File: src/mrt_pkg.sv
// Shared types and codes for the metric-sorted route table.
package mrt_pkg;

  // Default number of table cells
  localparam int unsigned TABLE_DEPTH_DEF = 16;

  // Operation codes
  typedef enum logic [1:0] {
    OP_ADD = 2'd0,
    OP_DEL = 2'd1,
    OP_CLR = 2'd2,
    OP_QRY = 2'd3
  } op_t;

  // Status codes
  localparam logic [1:0] ST_OK        = 2'd0;
  localparam logic [1:0] ST_FULL      = 2'd1;
  localparam logic [1:0] ST_NOT_FOUND = 2'd2;

  // Input beat
  typedef struct packed {
    op_t         operation;
    logic [31:0] dest_addr;
    logic [5:0]  prefix_len;
    logic [31:0] gateway_addr;
    logic [31:0] route_metric;
    logic [7:0]  route_protocol;
    logic [7:0]  route_scope;
    logic [7:0]  route_kind;
  } in_item_t;

  // Result beat
  typedef struct packed {
    logic [1:0]  status;
    logic        found;
    logic [31:0] out_dest_addr;
    logic [5:0]  out_prefix_len;
    logic [31:0] out_gateway_addr;
    logic [31:0] out_metric;
    logic [7:0]  out_protocol;
    logic [7:0]  out_scope;
    logic [7:0]  out_kind;
  } out_item_t;

  // One stored route
  typedef struct packed {
    logic [31:0] dest;
    logic [5:0]  prefix;
    logic [31:0] gateway;
    logic [31:0] metric;
    logic [7:0]  protocol;
    logic [7:0]  scope;
    logic [7:0]  kind;
  } entry_t;

  // What a cell hands to its neighbours
  typedef struct packed {
    logic   occ;
    entry_t entry;
  } link_t;

  // Ripple signals running from cell 0 towards the tail
  typedef struct packed {
    logic ins;        // this cell takes part in the insert shift
    logic del_seen;   // a delete match at or before this cell
    logic dflt_seen;  // a default route at or before this cell
  } chain_t;

  // Command broadcast to every cell
  typedef struct packed {
    logic   do_add;
    logic   do_del;
    logic   do_clr;
    entry_t key;
  } ctl_t;

endpackage

File: src/mrt_cell.sv
// One table cell: holds a route, compares it with the command, shifts with its neighbours.
module mrt_cell (
  input  logic            clk,
  input  logic            rst_n,
  input  mrt_pkg::ctl_t   ctl,
  input  mrt_pkg::link_t  left_i,
  input  mrt_pkg::link_t  right_i,
  input  mrt_pkg::chain_t chain_i,
  output mrt_pkg::chain_t chain_o,
  output mrt_pkg::link_t  self_o,
  output logic            sel_o
);

  logic           occ_r, occ_nxt;
  mrt_pkg::entry_t entry_r, entry_nxt;
  logic           gt, ins, match, dflt;

  // Local compares against the broadcast key
  always_comb begin
    gt    = occ_r && (entry_r.metric > ctl.key.metric);
    ins   = !occ_r || gt;
    match = occ_r && (entry_r.prefix == ctl.key.prefix) && (entry_r.dest == ctl.key.dest) &&
            (entry_r.gateway == ctl.key.gateway) && (entry_r.metric == ctl.key.metric);
    dflt  = occ_r && (entry_r.dest == 32'd0) && (entry_r.gateway != 32'd0);
  end

  // Ripple outputs
  always_comb begin
    chain_o.ins       = ins;
    chain_o.del_seen  = chain_i.del_seen || match;
    chain_o.dflt_seen = chain_i.dflt_seen || dflt;
    sel_o             = dflt && !chain_i.dflt_seen;
    self_o.occ        = occ_r;
    self_o.entry      = entry_r;
  end

  // Next state: clear, shift right on insert, shift left on delete
  always_comb begin
    occ_nxt   = occ_r;
    entry_nxt = entry_r;
    priority if (ctl.do_clr) begin
      occ_nxt = 1'b0;
    end else if (ctl.do_add) begin
      if (chain_i.ins) begin
        occ_nxt   = left_i.occ;
        entry_nxt = left_i.entry;
      end else if (ins) begin
        occ_nxt   = 1'b1;
        entry_nxt = ctl.key;
      end
    end else if (ctl.do_del && chain_o.del_seen) begin
      occ_nxt   = right_i.occ;
      entry_nxt = right_i.entry;
    end else begin
      // nothing to do: hold
      occ_nxt   = occ_r;
      entry_nxt = entry_r;
    end
  end

  always_ff @(posedge clk) begin
    if (!rst_n) begin
      occ_r <= 1'b0;
    end else begin
      occ_r <= occ_nxt;
    end
  end

  always_ff @(posedge clk) begin
    entry_r <= entry_nxt;
  end

endmodule
File: config.mk
export PLATFORM = sky130hd
export DESIGN_NAME = mrt_cell
export DESIGN_NICKNAME = d
export VERILOG_FILES = /design/src/mrt_pkg.sv /design/src/mrt_cell.sv
export SDC_FILE = /design/constraint.sdc
export NUM_CORES = 1
export LEC_CHECK = 0
export ABC_AREA = 1
export BUFFER_PORTS_ARGS = -buffer_cell sky130_fd_sc_hd__buf_2
export CORE_AREA = 2 2 204 206
export DETAILED_ROUTE_END_ITERATION = 10
export DIE_AREA = 0 0 206 208
export SLEW_MARGIN = 30
export SYNTH_ARGS = -nofsm -noshare
export SYNTH_HDL_FRONTEND = slang
export SYNTH_SLANG_ARGS = --single-unit
File: constraint.sdc
create_clock -name clk -period 13.1 [get_ports clk]
set_input_delay 2.62 -clock clk [delete_from_list [all_inputs] [get_ports clk]]
set_output_delay 2.62 -clock clk [all_outputs]
set_load 0.02 [all_outputs]
==> out/results.txt, run 1 <==
run status: complete, no violations
mux share of post-synthesis cell area: 0
clk sink count: 127
Synth Area in Adders: 0.0475
CTS root buffer: clkbuf_16
Clk pin slew, worst setup/hold paths: 60 ps
Cell Pwr Density: 105 mW/mm2
Worst EP required: 10,480 ps
Area Growth Syn to Fin: 44.4%
Nets: 2,054
min Tclk post-route: 7010 ps
initial antenna violation count: 6
post-synth cell types: 29
post-synthesis compound-gate area fraction: 0.107
crit-path max cell delay: 290 ps
WHS Endpoint: occ_r$_SDFFE_PP0P_
maximum capacitance violations: 0
RSZ-0062 raised after global routing: no
Inst Count DP: 2,147
reg-to-reg endpoint: self_o[99]$_DFFE_PP_
Max Clock Skew: 13.1 ps
Vias/cell: 4.44
post-CTS setup buffers: 0
H-tree levels: 4
Avg WL per Cell: 18.5 um
GP Congestion: 0.944
CP Capture Type: primary output
GR Overflow Total: 0
Final period util: 0.535
# rows: 74
XOR/XNOR Fraction of Synth Area: 0.00416
critical path class: input pin to primary output
GR Util All Layers: 0.182
yosys warns: 0
Hold Buf Count CTS: 0
worst slew pin tran: 905 ps
PostCTS Resize Cnt: 0
Final ANT Viol Nets: 0
die area: 0.0428 mm2
area leader, netlist: edfxtp_1
crit-path max FO: 2
final wirelength: 40,300 um
Peak VDD IR: 0.0000718 V
CP cell instances: buf_2 > inv_1 > ha_1 > nand2_1 > nor2_2 > nand2_1 > nor2_2 > nand3_1 > nor2_1 > nand3_1 > nand2_2 > buf_2
mean post-synth cell area: 7.44 um2
first-pass GRT wire length: 57,000 um
CTS tree: done
largest family of logic cells by synthesized area: simple AND/OR/NAND/NOR gates
CTS Buf Count: 17
CTS Buffer Depth: 2
Multi-input gate area: 0.00386 mm2
share of the synthesized area in the top cell type: 0.449
final hold violations: 0
largest net degree at the start of global routing: 95
Post-Syn Nets: 1,553
drt pass-1 iters: 6
Synth area leaders: edfxtp_1 (45%), nand2_1 (22%), o211ai_1 (8.4%)
num ports: 519
Core Area: 0.0406 mm2
dpl hpwl: 32,800 um
hold path cells: 4
layout cells sized above 1: 0.344
setup_tns: 0 ps
max_slew headroom: 0.397
cell depth of the worst flop-to-flop path: 14
R2R setup slack: 9560 ps
FILL cells: 4,407
simple-gate share of the synthesized area: 0.298
Final Non-Filler Cells: 2,181
CP max stage cell: ha_1
synthesized cell area: 0.00843 mm2
Die Height: 208 um
register bit total from synthesis: 127
initial core utilization: 0.208
Residual DRC: 0
worst hold path type: flip-flop to flip-flop
hold path startpoint: occ_r$_SDFFE_PP0P_
Arr. time, crit path: 4390 ps
initial DRC count: 651
synthesized instance count: 1,133
Clock Latency Late Sink: 430 ps
Worst R2R Start: self_o[55]$_DFFE_PP_
Vias: 9,683
sequential standard cell area: 0.00380 mm2
Die Wd: 206 um
LEAKAGE: 0.00617 uW
Port-buffer cells: 518
Critical Path Start Type: input pin
Slew Limit Fails: 0
number of global-route vias before repair: 9,391
Seq/Total Area, Yosys: 0.451
FMAX: 143 MHz
setup violators final: 0
## power breakdown
part | internal, uW | switching [uW] | total, uW
clock network | 303 | 190 | 494
registers | 484 | 21.3 | 505
logic | 104 | 174 | 279
## synthesized netlist by cell type
master	number
a21oi_1	12
o21bai_1	1
nor3_1	2
nand4_1	9
o2111ai_1	1
ha_1	32
or2_2	1
o21a_1	1
o22a_1	1
xnor2_1	2
nor2_2	4
nor2_1	58
nand3b_1	1
inv_1	155
nand2_1	504
clkbuf_1	32
inv_2	8
dfxtp_1	1
xor2_1	2
o21ai_1	9
o21ai_0	11
o211ai_1	94
nand2_2	2
buf_4	2
edfxtp_1	126
nand3_1	42
buf_2	1
nor4_1	12
buf_1	7
## metal layers
| metal | GRT usage | wire [um] |
|---|---|---|
| met3 | 0.0338 | 2590 |
| met1 | 0.231 | 17600 |
| met5 | 0 | 50 |
| met2 | 0.311 | 19300 |
| met4 | 0.0567 | 849 |
## area by class of cell
type | count | share of cell area
Antenna cell | 2 | 0.000411
Clock buffer | 24 | 0.0379
Clock inverter | 8 | 0.00966
Inverter | 163 | 0.0511
Multi-Input combinational cell | 801 | 0.317
Sequential cell | 127 | 0.312
Tap cell | 532 | 0.0547
Timing Repair Buffer | 524 | 0.217
## registers in the layout, summed over array words and instances, names as in the netlist
name and count:
self_o 126, occ_r 1
## cells in the final DEF, fill, tap and decap left out, types with 12 or more instances in the layout
cell type  instances
nor4_1            12
nor2_1            57
nand3_1           42
nand2_1          504
edfxtp_1         126
o211ai_1          94
ha_1              32
a21oi_1           12
inv_1            155
buf_2            518
clkbuf_16         17
## worst max-delay path by stage
stage / startpoint / slack (ps) / endpoint / depth (start not counted)
after floorplan: ctl[47] / 3340 / self_o[0]$_DFFE_PP_ / 14
after global placement: ctl[55] / 5950 / chain_o[1] / 12
after detailed placement: ctl[55] / 5950 / chain_o[1] / 12
after CTS: ctl[55] / 5950 / chain_o[1] / 12
after global routing: ctl[55] / 5840 / chain_o[1] / 12
final: ctl[55] / 6090 / chain_o[1] / 12
## through the flow
stage / area [um2] / power, uW / hold slack [ps] / setup WS [ps] / utilization
after floorplan: 8430 / 652 / 605 / 3340 / -
after CTS: 12200 / 1300 / 931 / 5950 / 0.300
after global placement: 11600 / 792 / 906 / 5950 / 0.286
after global routing: 12200 / 1340 / 970 / 5840 / 0.300
after detailed placement: 11600 / 796 / 906 / 5950 / 0.286
final: 12200 / 1280 / 864 / 6090 / 0.300
## worst max-delay path, delay by kind of cell
| family | cells | cell delay [ps] |
|---|---|---|
| adders and majority gates | 1 | 290 |
| buffers and inverters | 3 | 290 |
| and+or+nand+nor | 8 | 1190 |
## cells by family after synthesis
kind of cell | Yosys count
buffers and inverters | 205
XOR/XNOR | 4
AND/OR/NAND/NOR | 635
adder cells (fa/ha/maj) | 32
AO/OA/AOI/OAI | 130
flip-flops | 127
Power figures use the tool's default switching activity.
==> run 2, diff against run 1 <==
- CORE_AREA: 2 2 204 206 -> 2 2 201 203
- DIE_AREA: 0 0 206 208 -> 0 0 203 205
- clock period: 13.1 -> 7.3 ns (I/O delays scaled with it)
==> out/results.txt, run 2 (synthesized netlist as in run 1, its figures left out) <==
worst hold slack: 878 ps
Core Area: 0.0394 mm2
post-CTS setup buffers: 0
dpl hpwl: 32,200 um
Slew Limit Fails: 0
Avg WL per Cell: 18.2 um
min Tclk post-route: 4830 ps
setup violators final: 0
num ports: 519
Clock Latency Late Sink: 440 ps
Arr. time, crit path: 3370 ps
first-pass GRT wire length: 56,100 um
commonest non-fill, non-tap cells in the layout: buf_2 (518), nand2_1 (504), inv_1 (155), edfxtp_1 (126), o211ai_1 (94)
critical path class: input pin to primary output
LEAKAGE: 0.00616 uW
Die Height: 205 um
Final period util: 0.662
CTS root buffer: clkbuf_16
Nets: 2,053
cell depth of the worst flop-to-flop path: 14
FILL cells: 4,284
final core utilization: 0.309
setup_tns: 0 ps
CTS tree: done
GP Congestion: 0.964
Finished Cell Area: 0.0122 mm2
FMAX: 207 MHz
crit-path max FO: 2
Clk pin slew, worst setup/hold paths: 60 ps
final wirelength: 39,500 um
number of global-route vias before repair: 9,515
Cell Pwr Density: 188 mW/mm2
placed inst area: 0.0116 mm2
CTS Buffer Depth: 2
max_slew headroom: 0.402
CP Capture Type: primary output
GR Overflow Total: 0
die area: 0.0416 mm2
Die Wd: 203 um
Vias: 9,703
layout cells sized above 1: 0.344
Max Clock Skew: 14.5 ps
Residual DRC: 0
Worst EP required: 5840 ps
max reg flops: 126
Area Growth Syn to Fin: 44.4%
RSZ-0062 raised after global routing: no
initial antenna violation count: 5
CTS Buf Count: 17
Peak VDD IR: 0.000116 V
Critical Path Start Type: input pin
maximum capacitance violations: 0
initial core utilization: 0.214
Vias/cell: 4.46
hold path cells: 3
H-tree levels: 4
worst slew pin tran: 897 ps
GR Util All Layers: 0.183
largest net degree at the start of global routing: 127
worst hold path type: flip-flop to flip-flop
Hold Buf Count CTS: 0
PostCTS Resize Cnt: 0
Final ANT Viol Nets: 0
commonest non-fill, non-tap cell in the layout: buf_2
final hold violations: 0
clk sink count: 127
Port-buffer cells: 518
run status: complete, no violations
drt pass-1 iters: 6
# rows: 73
initial DRC count: 719
## run 2: changes by cell type in the layout (fill, tap and decap cells not counted), sizes merged
cell,delta
buf,-1
clkinv,+2
diode,+1
clkinvlp,+2
clkbuf,-4
## run 2: power by group
| part | switching (uW) | internal (uW) |
|---|---|---|
| Combinational | 312 | 188 |
| Clock | 348 | 533 |
| Sequential | 38.3 | 868 |
## run 2: worst paths after layout
check                        from  slack [ps]                    to
min reg2reg    occ_r$_SDFFE_PP0P_         880    occ_r$_SDFFE_PP0P_
max                       ctl[27]        2470            chain_o[1]
max reg2reg  self_o[27]$_DFFE_PP_        3870  self_o[65]$_DFFE_PP_
min            occ_r$_SDFFE_PP0P_         880    occ_r$_SDFFE_PP0P_
## run 2: worst max-delay path, cell delays in order
cell     delay (ps)
buf_2            80
inv_1            50
ha_1            300
nand2_1          50
inv_1            60
nand3_1         120
nor3_1          230
nand3_1         220
nor2_1          160
nand3_1         300
nand2_2         160
buf_2           180
## run 2: layer usage
| metal | global-route usage | vias to the layer above | share of wire |
|---|---|---|---|
| li1 | - | 4706 | - |
| met1 | 0.233 | 4438 | 0.43 |
| met2 | 0.302 | 489 | 0.47 |
| met3 | 0.0372 | 66 | 0.072 |
| met4 | 0.0787 | 4 | 0.033 |
| met5 | 0 | - | 0.00068 |
## run 2: final cells by class
class	instances	area, um2	share of cell area
timing repair buffer	523	2640	0.217
tap	525	657	0.0540
sequential	127	3800	0.313
antenna	3	7.51	0.000617
clock inverter	12	144	0.0118
multi-input combinational	801	3860	0.317
inverter	163	619	0.0509
clock buffer	20	437	0.0359
## run 2: stage by stage
step                total power [uW]  instances  worst slack, ps
detailed placement              1430       2139             2390
global placement                1420       2139             2380
global route                    2390       2174             2240
finish                          2290       2174             2470
floorplan                       1170       1133              856
CTS                             2310       2171             2380
